### config.mk
export PLATFORM = sky130hd
export DESIGN_NAME = lslf_ctrl
export DESIGN_NICKNAME = d
export VERILOG_FILES = /design/src/rtl/lslf_pkg.sv /design/src/rtl/lslf_ctrl.sv
export SDC_FILE = /design/constraint.sdc
export NUM_CORES = 1
export LEC_CHECK = 0
export ABC_CLOCK_PERIOD_IN_PS = 4600
export BUFFER_PORTS_ARGS = -buffer_cell sky130_fd_sc_hd__buf_2
export CAP_MARGIN = 20
export CORE_MARGIN = 5
export CORE_UTILIZATION = 35
export DETAILED_ROUTE_END_ITERATION = 10
export GPL_ROUTABILITY_DRIVEN = 0
export HOLD_SLACK_MARGIN = 0.05
export PLACE_DENSITY_LB_ADDON = 0.12
export SETUP_SLACK_MARGIN = 0.4
export SLEW_MARGIN = 10
export SYNTH_ARGS = -nofsm -noshare
export SYNTH_HDL_FRONTEND = slang
export SYNTH_SLANG_ARGS = --single-unit
### constraint.sdc
create_clock -name clk -period 4.6 [get_ports clk]
set_clock_uncertainty 0.05 [all_clocks]
set_input_delay 0.92 -clock clk [delete_from_list [all_inputs] [get_ports clk]]
set_output_delay 0.92 -clock clk [all_outputs]
set_load 0.03 [all_outputs]
### src/rtl/lslf_pkg.sv
// Shared constants, codes and command/status types of the line fit core.
package lslf_pkg;

  localparam int unsigned SAMPLE_W   = 16;
  localparam int unsigned MAX_POINTS = 1024;
  localparam int unsigned COUNT_W    = $clog2(MAX_POINTS + 1);

  localparam int unsigned SUMX_W  = 27;
  localparam int unsigned SUMY_W  = 27;
  localparam int unsigned SUMXY_W = 42;
  localparam int unsigned SUMXX_W = 41;
  localparam int unsigned SQ_W    = 2 * SAMPLE_W;

  localparam int unsigned MUL_W  = 32;
  localparam int unsigned PROD_W = 2 * MUL_W;
  localparam int unsigned SPLIT  = 21;
  localparam int unsigned RES_W  = 32;
  localparam int unsigned MAG_W  = PROD_W;

  localparam int unsigned FRAC_BITS = 16;
  localparam int unsigned ICPT_SH   = 8;
  localparam int unsigned DVD_W     = MAG_W + FRAC_BITS;
  localparam int unsigned DIV_STEPS = DVD_W;
  localparam int unsigned DIV_CNT_W = $clog2(DIV_STEPS);

  localparam int unsigned PROD_STEPS = 6;
  localparam int unsigned STEP_W     = $clog2(PROD_STEPS);

  localparam logic [RES_W-1:0] SAT_POS = {1'b0, {(RES_W-1){1'b1}}};
  localparam logic [RES_W-1:0] SAT_NEG = {1'b1, {(RES_W-1){1'b0}}};

  typedef enum logic [2:0] {
    MUL_SY_SX   = 3'd0,
    MUL_N_XYHI  = 3'd1,
    MUL_N_XYLO  = 3'd2,
    MUL_SX_SX   = 3'd3,
    MUL_N_XXHI  = 3'd4,
    MUL_N_XXLO  = 3'd5,
    MUL_G_SX    = 3'd6
  } mul_sel_t;

  typedef enum logic [2:0] {
    ACC_NONE       = 3'd0,
    ACC_NUM_LOAD   = 3'd1,
    ACC_NUM_SUB_HI = 3'd2,
    ACC_NUM_SUB    = 3'd3,
    ACC_DEN_LOAD   = 3'd4,
    ACC_DEN_SUB_HI = 3'd5,
    ACC_DEN_SUB    = 3'd6
  } acc_op_t;

  typedef struct packed {
    logic     acc_en;
    mul_sel_t mul_sel;
    acc_op_t  acc_op;
    logic     num_load_sy;
    logic     div_start;
    logic     div_icpt;
    logic     store_grad;
    logic     store_icpt;
    logic     decide;
    logic     load_out;
    logic     clear;
  } cmd_t;

  typedef struct packed {
    logic degen;
    logic div_done;
  } sts_t;

endpackage

### src/rtl/lslf_ctrl.sv
// Controller: sequences accumulation, products, both divisions and result hand-off.
module lslf_ctrl (
  input  logic           clk,
  input  logic           rst_n,
  input  logic           in_valid,
  input  logic           in_last,
  output logic           in_ready,
  output logic           out_valid,
  input  logic           out_ready,
  output lslf_pkg::cmd_t cmd,
  input  lslf_pkg::sts_t sts
);
  import lslf_pkg::*;

  typedef enum logic [9:0] {
    S_ACCUM    = 10'b00_0000_0001,
    S_PROD     = 10'b00_0000_0010,
    S_CHECK    = 10'b00_0000_0100,
    S_DECIDE   = 10'b00_0000_1000,
    S_DIV_G    = 10'b00_0001_0000,
    S_ICPT_MUL = 10'b00_0010_0000,
    S_ICPT_SUB = 10'b00_0100_0000,
    S_DIV_I_ST = 10'b00_1000_0000,
    S_DIV_I    = 10'b01_0000_0000,
    S_DONE     = 10'b10_0000_0000
  } state_t;

  state_t            state_r;
  state_t            state_nxt;
  logic [STEP_W-1:0] step_r;
  logic [STEP_W-1:0] step_nxt;
  logic              out_valid_r;
  logic              out_valid_nxt;

  always_ff @(posedge clk) begin
    if (!rst_n) begin
      state_r     <= S_ACCUM;
      step_r      <= '0;
      out_valid_r <= 1'b0;
    end else begin
      state_r     <= state_nxt;
      step_r      <= step_nxt;
      out_valid_r <= out_valid_nxt;
    end
  end

  assign in_ready  = (state_r == S_ACCUM);
  assign out_valid = out_valid_r;

  always_comb begin
    state_nxt     = state_r;
    step_nxt      = step_r;
    out_valid_nxt = out_valid_r & ~out_ready;
    cmd           = '0;
    case (state_r)
      S_ACCUM: begin
        if (in_valid) begin
          cmd.acc_en = 1'b1;
          if (in_last) begin
            state_nxt = S_PROD;
            step_nxt  = '0;
          end
        end
      end
      S_PROD: begin
        // N = Sy*Sx - n*Sxy, D = Sx*Sx - n*Sxx
        case (step_r)
          3'd0: begin
            cmd.mul_sel = MUL_SY_SX;
            cmd.acc_op  = ACC_NUM_LOAD;
          end
          3'd1: begin
            cmd.mul_sel = MUL_N_XYHI;
            cmd.acc_op  = ACC_NUM_SUB_HI;
          end
          3'd2: begin
            cmd.mul_sel = MUL_N_XYLO;
            cmd.acc_op  = ACC_NUM_SUB;
          end
          3'd3: begin
            cmd.mul_sel = MUL_SX_SX;
            cmd.acc_op  = ACC_DEN_LOAD;
          end
          3'd4: begin
            cmd.mul_sel = MUL_N_XXHI;
            cmd.acc_op  = ACC_DEN_SUB_HI;
          end
          3'd5: begin
            cmd.mul_sel = MUL_N_XXLO;
            cmd.acc_op  = ACC_DEN_SUB;
          end
          default: begin
            cmd.acc_op = ACC_NONE;
          end
        endcase
        if (step_r == STEP_W'(PROD_STEPS - 1)) begin
          state_nxt = S_CHECK;
        end else begin
          step_nxt = step_r + 1'b1;
        end
      end
      S_CHECK: begin
        state_nxt = S_DECIDE;
      end
      S_DECIDE: begin
        cmd.decide = 1'b1;
        if (sts.degen) begin
          state_nxt = S_DONE;
        end else begin
          cmd.div_start = 1'b1;
          state_nxt     = S_DIV_G;
        end
      end
      S_DIV_G: begin
        if (sts.div_done) begin
          cmd.store_grad = 1'b1;
          state_nxt      = S_ICPT_MUL;
        end
      end
      S_ICPT_MUL: begin
        cmd.num_load_sy = 1'b1;
        cmd.mul_sel     = MUL_G_SX;
        cmd.acc_op      = ACC_NUM_SUB;
        state_nxt       = S_ICPT_SUB;
      end
      S_ICPT_SUB: begin
        state_nxt = S_DIV_I_ST;
      end
      S_DIV_I_ST: begin
        cmd.div_start = 1'b1;
        cmd.div_icpt  = 1'b1;
        state_nxt     = S_DIV_I;
      end
      S_DIV_I: begin
        cmd.div_icpt = 1'b1;
        if (sts.div_done) begin
          cmd.store_icpt = 1'b1;
          state_nxt      = S_DONE;
        end
      end
      S_DONE: begin
        if (!out_valid_r || out_ready) begin
          cmd.load_out  = 1'b1;
          cmd.clear     = 1'b1;
          out_valid_nxt = 1'b1;
          state_nxt     = S_ACCUM;
        end
      end
      default: begin
        state_nxt = S_ACCUM;
      end
    endcase
  end

endmodule

==> key figures, run 1 <==
Worst setup path
  • Crit path kind: reg2out
  • Worst reg2reg setup slack: 2.46 ns
  • CP Data Arrival Time: about 2.2 ns
  • R2R cell count: 4
  • RR Endpoint: state_r[0]
  • Reg2reg start: state_r[0]
  • Worst endpoint required time: 3.63 ns
  • Crit path launch type: flop
  • Worst Setup End Kind: primary output
  • Crit Path Max Fanout: 9

Finish
  • Fin nets: 165
  • Layout cells sized above 1: 0.2171
  • Antenna fix cells: 0
  • Area grow syn2layout: 13.64%
  • Non-Filler Instances: 183
  • # fillers: 282

Timing
  • Final setup TNS: 0 ns
  • RSZ-0062 raised after global routing: no
  • Final setup viols: 0
  • Maximum clock rate: roughly 310 MHz
  • Ratio of final minimum period to clock period: 0.6954
  • Min Hold Slack: 0.4689 ns
  • Max-slew violation count: 0
  • Fin crit period: 3.199 ns
  • Rel. slew slack: 0.3850
  • Final hold vios: 0
  • Slew @ Worst Pin: 0.9141 ns

Pwr
  • Sequential cell fraction of total power: 0.502
  • Part of the power in the clock network: 0.352
  • Pint: 0.1844 mW
  • Worst vdd ir: 164.2 uV
  • Total power: 0.2500 mW
  • Sw frac: 0.2625
  • P_sw: 0.06562 mW
  • Power Dens Cells: 210.3 nW/um^2
  • Combinational group share of total power: 0.146
  • Static leakage: between 0.4 and 0.5 nW

Drt
  • Initial DRC count: 43
  • DR DRC count: 0
  • Avg WL per Cell: 13.56 um
  • Post-DR vias/cell: 5.617
  • 1st-pass router iterations: 4
  • Remaining antenna violation count: 0
  • Routed WL: roughly 2.5 mm
  • Via count: about 1000

Clocking
  • CTS clk-pin slew, worst paths: 0.08 ns
  • Hold_buf cts: 0
  • Clock Sinks: 14
  • Root buffer cell: clkbuf_4
  • H-tree depth: 1
  • CTS tree: built
  • Postcts setup bufs: 0
  • Worst skew pair latency: 0.28 ns
  • Num CTS Buffers: 3
  • Post-CTS resize count: 0
  • CTS Buffer Depth: 2

Yosys
  • YS warnings: 0
  • Mapped Area: between 1000 and 1500 sq um
  • Area leader, netlist: dfxtp_1
  • Synth Flop Type: dfxtp_1
  • #FFs+latches synth: 14
  • Async SR Flop Fraction: 0
  • Syn Nets: 146
  • Cells after Synth: 134
  • Sequential fraction of the synthesis area: 0.2679
  • Mean Syn Cell Area: 7.806 sq um
  • Top cell type's share of synthesized area: 0.2679
  • Synth area leaders: dfxtp_1, ha_1, o21ai_0, nor2_1, nor3_1
  • Number of flops mapped to enable cells by yosys: 0
  • Post-synth cell types: 46

GRT
  • Overall routing resource usage: 0.1262
  • Pin count of the biggest net entering global routing: 12
  • Grt total ovfl: 0
  • Vias in the first global route: 929
  • Antenna violations before repair: 0
  • First-pass GRT wire length: around 4.2 mm

Floorplanning
  • CORE AREA: 2805 sq um
  • Width of the chip: 64.67 um
  • I/O pins: 24
  • Initial cell density of the core: 0.3729
  • Die height: 64.67 um
  • Die area: 4182 sq um
  • Num rows: 19

Worst hold path
  • Worst Hold Path Cells: 2
  • Hold Path Sink: step_r[1]
  • Worst hold path type: reg2reg
  • Hold Path Origin: step_r[1]

Outcome
  • Status: complete, no violations

Place
  • Inst Count DP: 179
  • PortBufs: 23
  • Post-detail-place hpwl: 1.945 mm

Run
  • Max-cap violation count: 0
-- stage by stage --
stage	setup WS (ns)	area, sq um	util
floorplan	1.357	1046	-
global placement	1.743	1152	0.4108
finish	1.401	1189	0.4237
global route	1.188	1189	0.4237
CTS	1.370	1189	0.4237
detailed placement	1.692	1152	0.4108
-- area by class of cell --
class	count	area (sq um)	area share
Multi-Input combinational cell	103	688.2	0.5789
Tap cell	31	38.79	0.03263
Timing Repair Buffer	23	115.1	0.09684
Clock buffer	4	36.28	0.03053
Inverter	8	30.03	0.02526
Sequential cell	14	280.3	0.2358
-- power groups by stage --
stage	Combinational, mW	Clock, mW	Sequential, mW
6_report	0.0365	0.0880	0.125
4_1_cts	0.0366	0.0912	0.125
5_1_grt	0.0398	0.0959	0.126
3_5_place_dp	0.0361	0	0.128
2_1_floorplan	0.0266	0	0.128
3_3_place_gp	0.0365	0	0.128
-- worst max-delay path, stage by stage, from the launching register on --
cell and delay (ns):
dfxtp_1 0.38, nor4_1 0.82, nand3_1 0.37, o21ai_0 0.16, buf_2 0.22
-- worst max path at each step --
stage / to / depth (start not counted) / slack [ns] / start
floorplan: cmd[14] / 4 / 1.36 / state_r[7]
global placement: cmd[6] / 5 / 1.74 / state_r[7]
detailed placement: cmd[6] / 5 / 1.69 / state_r[7]
CTS: cmd[6] / 5 / 1.37 / state_r[7]
global route: cmd[6] / 5 / 1.19 / state_r[7]
finish: cmd[12] / 4 / 1.40 / state_r[0]
-- layout by cell type (no fill, tap or decap), types with 2 or more instances in the layout --
master	instances
clkbuf_4	3
inv_1	8
buf_2	23
or3_1	3
or4_1	4
nor3_1	8
nor4_1	6
nor3b_1	3
dfxtp_1	14
nand3_1	3
or4b_1	2
nor2_1	11
o21ai_0	10
nand4_1	2
a21oi_1	2
ha_1	5
nand2_1	9
nor2b_1	3
and2_1	2
xor2_1	3
a21boi_1	3
xnor2_1	2
-- flip-flops by register name (all words and copies together) (netlist names) --
register / flops
state_r: 10
out_valid: 1
step_r: 3
-- per-layer routing --
metal / share of wire / GRT usage / vias up / wire length [um]
li1: - / - / 534 / -
met1: 0.48 / 0.1712 / 464 / 1195
met2: 0.44 / 0.1997 / 28 / 1104
met3: 0.069 / 0.03800 / 2 / 170
met4: 0.0040 / 0.02375 / 0 / 10
met5: 0 / 0 / - / 0
-- cells by family (layout without fill, tap and decap cells) --
kind of cell	count (synthesis)	in the layout	share of synthesized area
and+or+nand+nor	63	63	0.3529
DFF	14	14	0.2679
xor gates and xnor gates	5	5	0.04187
buffers and inverters	17	35	0.07417
AOI/OAI and AO/OA	29	29	0.1938
adders and majority gates	5	5	0.05981
muxes	1	1	0.009570
-- cell usage after synthesis, drive strengths merged, types with 4 or more instances --
| cell type | instances |
|---|---|
| or4 | 4 |
| nand2 | 9 |
| inv | 8 |
| ha | 5 |
| nor3 | 9 |
| o21ai | 10 |
| nor2 | 11 |
| dfxtp | 14 |
| nor4 | 6 |
| a21boi | 4 |
| clkbuf | 5 |
| buf | 4 |
No activity file was read; power rests on OpenSTA's default activity.
==> run 2, diff against run 1 <==
--- a/config.mk
+++ b/config.mk
@@ -5,7 +5,8 @@
 export SDC_FILE = /design/constraint.sdc
 export NUM_CORES = 1
 export LEC_CHECK = 0
-export ABC_CLOCK_PERIOD_IN_PS = 4600
+export ABC_AREA = 1
+export ABC_CLOCK_PERIOD_IN_PS = 2700
 export BUFFER_PORTS_ARGS = -buffer_cell sky130_fd_sc_hd__buf_2
 export CAP_MARGIN = 20
 export CORE_MARGIN = 5
==> constraint.sdc (replaced) <==
create_clock -name clk -period 2.7 [get_ports clk]
set_clock_uncertainty 0.05 [all_clocks]
set_input_delay 0.54 -clock clk [delete_from_list [all_inputs] [get_ports clk]]
set_output_delay 0.54 -clock clk [all_outputs]
set_load 0.03 [all_outputs]
==> run 2 against run 1 <==
Synthesized area rose by 8.6%. Sequential cell count did not move. Worst setup slack got worse by 0.86 ns. Hold slack improved by 0.015 ns. Sequential power rose by 150%. Sequential share of layout area fell by 2.9 points. Final cell count rose by 32%. Largest cell class unchanged. Largest power group is now combinational cells.
==> key figures, run 2 <==
Timing
  • Rel. slew slack: 0.8386 (+0.4536)
  • Ratio of final minimum period to clock period: 0.7982
  • Maximum clock rate: 464.0 MHz
  • RSZ-0062 raised after global routing: no
  • Final hold vios: 0 (unchanged)
  • Final setup TNS: 0 ns (unchanged)
  • Final setup viols: 0 (unchanged)
  • Max-slew violation count: 0 (unchanged)
  • Fin crit period: 2.155 ns
  • Min Hold Slack: 0.4843 ns (+0.01536 ns)
  • Slew @ Worst Pin: 0.2422 ns (-0.6719 ns)

Floorplanning
  • CORE AREA: 3078 sq um (+9.7%)
  • I/O pins: 24 (unchanged)
  • Num rows: 20 (+1)
  • Die area: 4486 sq um (+7.3%)
  • Width of the chip: 66.98 um (+3.6%)
  • Die height: 66.98 um (+3.6%)
  • Initial cell density of the core: 0.3691 (-0.003776)

Yosys
  • #FFs+latches synth: 14 (unchanged)
  • Top cell type's share of synthesized area: 0.2467 (-0.02125)
  • Area leader, netlist: dfxtp_1
  • Mean Syn Cell Area: 6.683 sq um (-14%)
  • Post-synth top cells: inv_1, nand2_1, nor2_1, dfxtp_1, nand3_1
  • Number of flops mapped to enable cells by yosys: 0 (unchanged)
  • Mapped Area: 1136 sq um (+8.6%)
  • Post-synth cell types: 26 (-43%)
  • Synth area leaders: dfxtp_1, inv_1, nand2_1, nor2_1, nor2_4
  • Async SR Flop Fraction: 0 (unchanged)
  • Synth Flop Type: dfxtp_1
  • YS warnings: 0 (unchanged)
  • Syn Nets: 182 (+25%)
  • Sequential fraction of the synthesis area: 0.2467 (-0.02125)
  • Cells after Synth: 170 (+27%)

Drt
  • Post-DR vias/cell: 4.382 (-22%)
  • DR DRC count: 0 (unchanged)
  • Via count: 1056 (+2.7%)
  • 1st-pass router iterations: 4 (unchanged)
  • Routed WL: 2.498 mm (+0.69%)
  • Remaining antenna violation count: 0 (unchanged)
  • Initial DRC count: 24 (-44%)
  • Avg WL per Cell: 10.37 um (-24%)

Clocking
  • CTS Buffer Depth: 2 (unchanged)
  • CTS tree: built
  • H-tree depth: 1 (unchanged)
  • Clock Sinks: 14 (unchanged)
  • Root buffer cell: clkbuf_4
  • CTS clk-pin slew, worst paths: 0.09 ns (about the same)
  • Worst skew pair latency: 0.27 ns (about the same)
  • Num CTS Buffers: 3 (unchanged)

Finish
  • Biggest register: state_r
  • Area grow syn2layout: 19.05%
  • Max FFs per register: 10 (unchanged)
  • Core Util, Final: 0.4394 (+0.01570)
  • Layout cells sized above 1: 0.3350 (+0.1179)
  • Fin nets: 211 (+28%)
  • Antenna fix cells: 0 (unchanged)
  • # fillers: 326 (+16%)
  • Commonest cells after routing, fill and taps aside: inv_1, nand2_1, nor2_1

Worst setup path
  • Crit path launch type: flop
  • CP Data Arrival Time: 1.57 ns (-0.66 ns)
  • Cells along the critical path: nor2_4, buf_4, nand3_1, nor2_4, inv_1, nand2_1, buf_2
  • Most frequent CP cell: nor2_4
  • CP max stage delay: 0.36 ns (-0.46 ns)
  • Crit Path Max Fanout: 4 (-5)
  • Crit path kind: reg2out
  • Critical path's slowest cell: dfxtp_1
  • Worst endpoint required time: 2.11 ns (-1.52 ns)
  • Worst Setup End Kind: primary output
  • CP bufs+invs: 3 (+2)
  • Worst reg2reg setup slack: 1.12 ns (-1.34 ns)
  • Delay-heaviest family, CP: simple AND/OR/NAND/NOR gates

Pwr
  • Worst vdd ir: 447.7 uV (+170%)
  • Total power: 1.378 mW (+450%)
  • Power Dens Cells: 1019 nW/um^2 (+380%)
  • Static leakage: 0.7724 nW (+59%)

Place
  • PortBufs: 23 (unchanged)
  • Post-detail-place hpwl: 2.092 mm (+7.6%)

Outcome
  • Status: complete, no violations

GRT
  • Grt total ovfl: 0 (unchanged)
  • Antenna violations before repair: 0 (unchanged)
  • Vias in the first global route: 1017 (+9.5%)
  • First-pass GRT wire length: 4.353 mm (+2.6%)
  • Overall routing resource usage: 0.1251 (-0.001044)
  • Pin count of the biggest net entering global routing: 13 (+1)

Run
  • Max-cap violation count: 0 (unchanged)

Worst hold path
  • Worst hold path type: reg2reg
## run 2: timing repair
item,CTS,global route
hold buffers,0,0
buffers inserted,2,2
setup endpoints to repair,3,6
gates resized for setup,0,6
pin swaps,1,2
hold endpoints to repair,0,0
## run 2: worst paths after layout
kind	cells past startpoint	start	endpoint
setup / recovery	7	state_r[8]	cmd[13]
hold / removal	2	state_r[1]	state_r[1]
setup reg to reg	9	state_r[6]	step_r[0]
hold reg to reg	2	state_r[1]	state_r[1]
## run 2: cell families after synthesis
logic type / synth area share
and+or+nand+nor: 0.4978
buffers and inverters: 0.1377
DFF: 0.2467
AOI/OAI and AO/OA: 0.06278
adders and majority gates: 0.05507
## run 2: through the flow
stage	setup slack, ns	cells	cell area (sq um)
after floorplan	0.5643	170	1136
after global placement	0.7027	234	1280
after detailed placement	0.6507	234	1280
after CTS	0.4508	239	1318
after global routing	0.4299	241	1353
final	0.5449	241	1353
## run 2: final cells by class
type | instances | area [sq um] | area share
Tap cell | 44 | 55.05 | 0.04070
Clock buffer | 3 | 22.52 | 0.01665
Timing Repair Buffer | 27 | 147.6 | 0.1092
Inverter | 34 | 130.1 | 0.09621
Multi-Input combinational cell | 119 | 716.9 | 0.5301
Sequential cell | 14 | 280.3 | 0.2072
## run 2: where the power goes
part,switching (mW),internal (mW)
Sequential,0.0524,0.257
Combinational,0.621,0.326
Clock,0.0693,0.0516
## run 2: layer usage
metal,wire length [um],GRT usage
met1,1274,0.1621
met2,1159,0.2067
met3,45,0.02024
met4,19,0.04557
met5,0,0
## run 2: worst reg2reg max path, cell delays in order, from the launching register on
cell,delay (ns)
dfxtp_1,0.34
nor2_4,0.19
nand3_4,0.12
nor2_4,0.17
buf_4,0.17
nand2_2,0.07
nand2_1,0.09
nand2_2,0.09
a21oi_2,0.13
nor3_2,0.04
==> run 3, diff against run 2 <==
--- a/config.mk
+++ b/config.mk
@@ -6,7 +6,7 @@
 export NUM_CORES = 1
 export LEC_CHECK = 0
 export ABC_AREA = 1
-export ABC_CLOCK_PERIOD_IN_PS = 2700
+export ABC_CLOCK_PERIOD_IN_PS = 2029
 export BUFFER_PORTS_ARGS = -buffer_cell sky130_fd_sc_hd__buf_2
 export CAP_MARGIN = 20
 export CORE_MARGIN = 5
==> constraint.sdc (replaced) <==
create_clock -name clk -period 2.03 [get_ports clk]
set_clock_uncertainty 0.05 [all_clocks]
set_input_delay 0.406 -clock clk [delete_from_list [all_inputs] [get_ports clk]]
set_output_delay 0.406 -clock clk [all_outputs]
set_load 0.03 [all_outputs]
==> run 3 against run 2 <==
The flow now finishes with violations (setup timing). Sequential share of layout area is 3.7 points lower. Non-clock buffer count is 14 higher. First-iteration DRC count grew to 2.5 times the previous value. Sequential power is 44% higher. Sequential cell count stayed put. Critical path depth is 1 lower. Core utilization is 15 points higher. Count of clock-buffer cells in the layout is 1 higher. Combinational power is 84% higher. Critical endpoint is now cmd[10]. Highest routed layer unchanged.
==> key figures, run 3 (same netlist as run 2, synthesis figures left out) <==
Finish
  • Most common cell after layout, fill and taps aside: inv_1
  • Commonest cells after routing, fill and taps aside: inv_1, nor2_1, buf_6
  • Non-Filler Instances: 256 (+6.2%)
  • Fin nets: 225 (+6.6%)
  • Max FFs per register: 10 (unchanged)
  • Antenna fix cells: 0 (unchanged)
  • Layout cells sized above 1: 0.5755 (+0.2404)
  • # fillers: 280 (-14%)
  • Area grow syn2layout: 58.37%
  • Biggest register: state_r

Floorplanning
  • Num rows: 20 (unchanged)
  • Width of the chip: 66.98 um (unchanged)
  • Die height: 66.98 um (unchanged)
  • Die area: 4486 sq um (unchanged)
  • CORE AREA: 3078 sq um (unchanged)
  • Initial cell density of the core: 0.3691 (unchanged)
  • I/O pins: 24 (unchanged)

GRT
  • First-pass GRT wire length: 4.671 mm (+7.3%)
  • Pin count of the biggest net entering global routing: 13 (unchanged)
  • Antenna violations before repair: 0 (unchanged)
  • Vias in the first global route: 1033 (+1.6%)
  • Overall routing resource usage: 0.1380 (+0.01284)
  • Grt total ovfl: 0 (unchanged)

Worst setup path
  • Critical path's slowest cell: dfxtp_4
  • CP max stage delay: 0.37 ns (about the same)
  • Crit path launch type: flop
  • Delay-heaviest family, CP: simple AND/OR/NAND/NOR gates
  • Worst endpoint required time: 1.57 ns (-0.54 ns)
  • CP Data Arrival Time: 1.61 ns (+0.04 ns)
  • Crit Path Max Fanout: 7 (+3)
  • CP bufs+invs: 1 (-2)
  • Most frequent CP cell: nor2_4
  • Cells along the critical path: nor2_4, nand3_4, nor2_4, o211ai_1, nand2_2, buf_6
  • Worst Setup End Kind: primary output
  • Crit path kind: reg2out

Pwr
  • Worst vdd ir: 728.8 uV (+63%)
  • Static leakage: 0.8927 nW (+16%)
  • Power Dens Cells: 1330 nW/um^2 (+31%)

Timing
  • Rel. slew slack: 0.7381 (-0.1005)
  • Final setup viols: 4 (+4)
  • RSZ-0062 raised after global routing: yes
  • Slew @ Worst Pin: 0.3915 ns (+0.1493 ns)
  • Fin crit period: 2.067 ns
  • Fin worst setup slack: -0.03691 ns (-0.5818 ns)
  • Max-slew violation count: 0 (unchanged)
  • Final hold vios: 0 (unchanged)
  • Maximum clock rate: 483.8 MHz
  • Min Hold Slack: 0.4100 ns (-0.07424 ns)
  • Ratio of final minimum period to clock period: 1.018

Clocking
  • Root buffer cell: clkbuf_4
  • CTS clk-pin slew, worst paths: 0.09 ns (about the same)
  • CTS Buffer Depth: 2 (unchanged)
  • Clock Sinks: 14 (unchanged)
  • CTS tree: built
  • Worst skew pair latency: 0.29 ns (+0.02 ns)
  • H-tree depth: 1 (unchanged)
  • Num CTS Buffers: 3 (unchanged)

Outcome
  • Failing checks: setup timing
  • Status: finished, violations left

Place
  • Post-detail-place hpwl: 2.201 mm (+5.2%)
  • Inst Count DP: 235 (+0.43%)
  • PortBufs: 23 (unchanged)

Worst hold path
  • Worst hold path type: in2reg

Drt
  • Post-DR vias/cell: 4.418 (+0.83%)
  • Remaining antenna violation count: 0 (unchanged)
  • DR DRC count: 0 (unchanged)
  • 1st-pass router iterations: 4 (unchanged)
  • Avg WL per Cell: 11.99 um (+16%)
  • Initial DRC count: 61 (+150%)
  • Via count: 1131 (+7.1%)
  • Routed WL: 3.070 mm (+23%)

Run
  • Max-cap violation count: 0 (unchanged)
## run 3: cell count changes in the layout (fill, tap and decap cells not counted), sizes merged
| cell | before | now |
|---|---|---|
| clkbuf | 4 | 5 |
| buf | 26 | 40 |
## run 3: repair_timing
item / CTS / global route
endpoints found under the hold margin: 0 / 0
resized for setup: 35 / 46
setup buffers: 2 / 15
pin swaps: 8 / 10
hold buffers: 0 / 0
setup endpoints to repair: 21 / 28
cloned: 0 / 0
## run 3: power breakdown
part / internal [mW] / leakage, nW / switching [mW] / total (mW)
Clock: 0.109 / 0.0210 / 0.102 / 0.211
Sequential: 0.365 / 0.120 / 0.0817 / 0.447
Combinational: 0.702 / 0.752 / 1.03 / 1.74
## run 3: cell type report
class	instances	area, sq um	area share
clock buffers	4	36.28	0.02017
repair buffers	41	361.6	0.2010
inverters	34	130.1	0.07232
well taps	44	55.05	0.03060
multi-input cells	119	909.6	0.5056
flip-flops and latches	14	306.5	0.1704
## run 3: worst reg2reg max path, stage by stage (launching register included)
cell and delay, ns:
dfxtp_4 0.37, nor2_4 0.19, nand3_4 0.14, nor2_4 0.21
buf_4 0.15, buf_6 0.09, buf_6 0.08, buf_6 0.08
buf_6 0.08, buf_6 0.10, nand2_4 0.05, nand3_4 0.10
nor2_4 0.07, nand2_1 0.07, nand3_1 0.07
## run 3: layer usage
metal  track usage  vias to the layer above  routed length [um]
met3       0.04384                        2                 106
met5             0                        -                   0
met2        0.2277                       15                1551
li1              -                      603                   -
met1        0.1769                      511                1399
met4       0.02278                        0                  12
## run 3: stage by stage
stage	worst slack, ns	power [mW]	area [sq um]	util	setup TNS, ns
after global placement	0.2579	1.670	1381	0.4488	0
final	-0.03691	2.394	1799	0.5846	-0.07944
after detailed placement	0.2487	1.683	1381	0.4488	0
after floorplan	0.3480	1.452	1234	-	0
after global routing	-0.1306	2.582	1799	0.5846	-1.533
after CTS	0.005992	2.032	1521	0.4943	0
## run 3: path summary, 6_finish.rpt
check        startpoint         end  slack, ns  depth (start not counted)
min              sts[1]  state_r[4]       0.41                          4
max reg2reg  state_r[9]  state_r[0]       0.01                         14
min reg2reg  state_r[1]  state_r[1]       0.49                          2
max          state_r[9]     cmd[10]      -0.04                          6
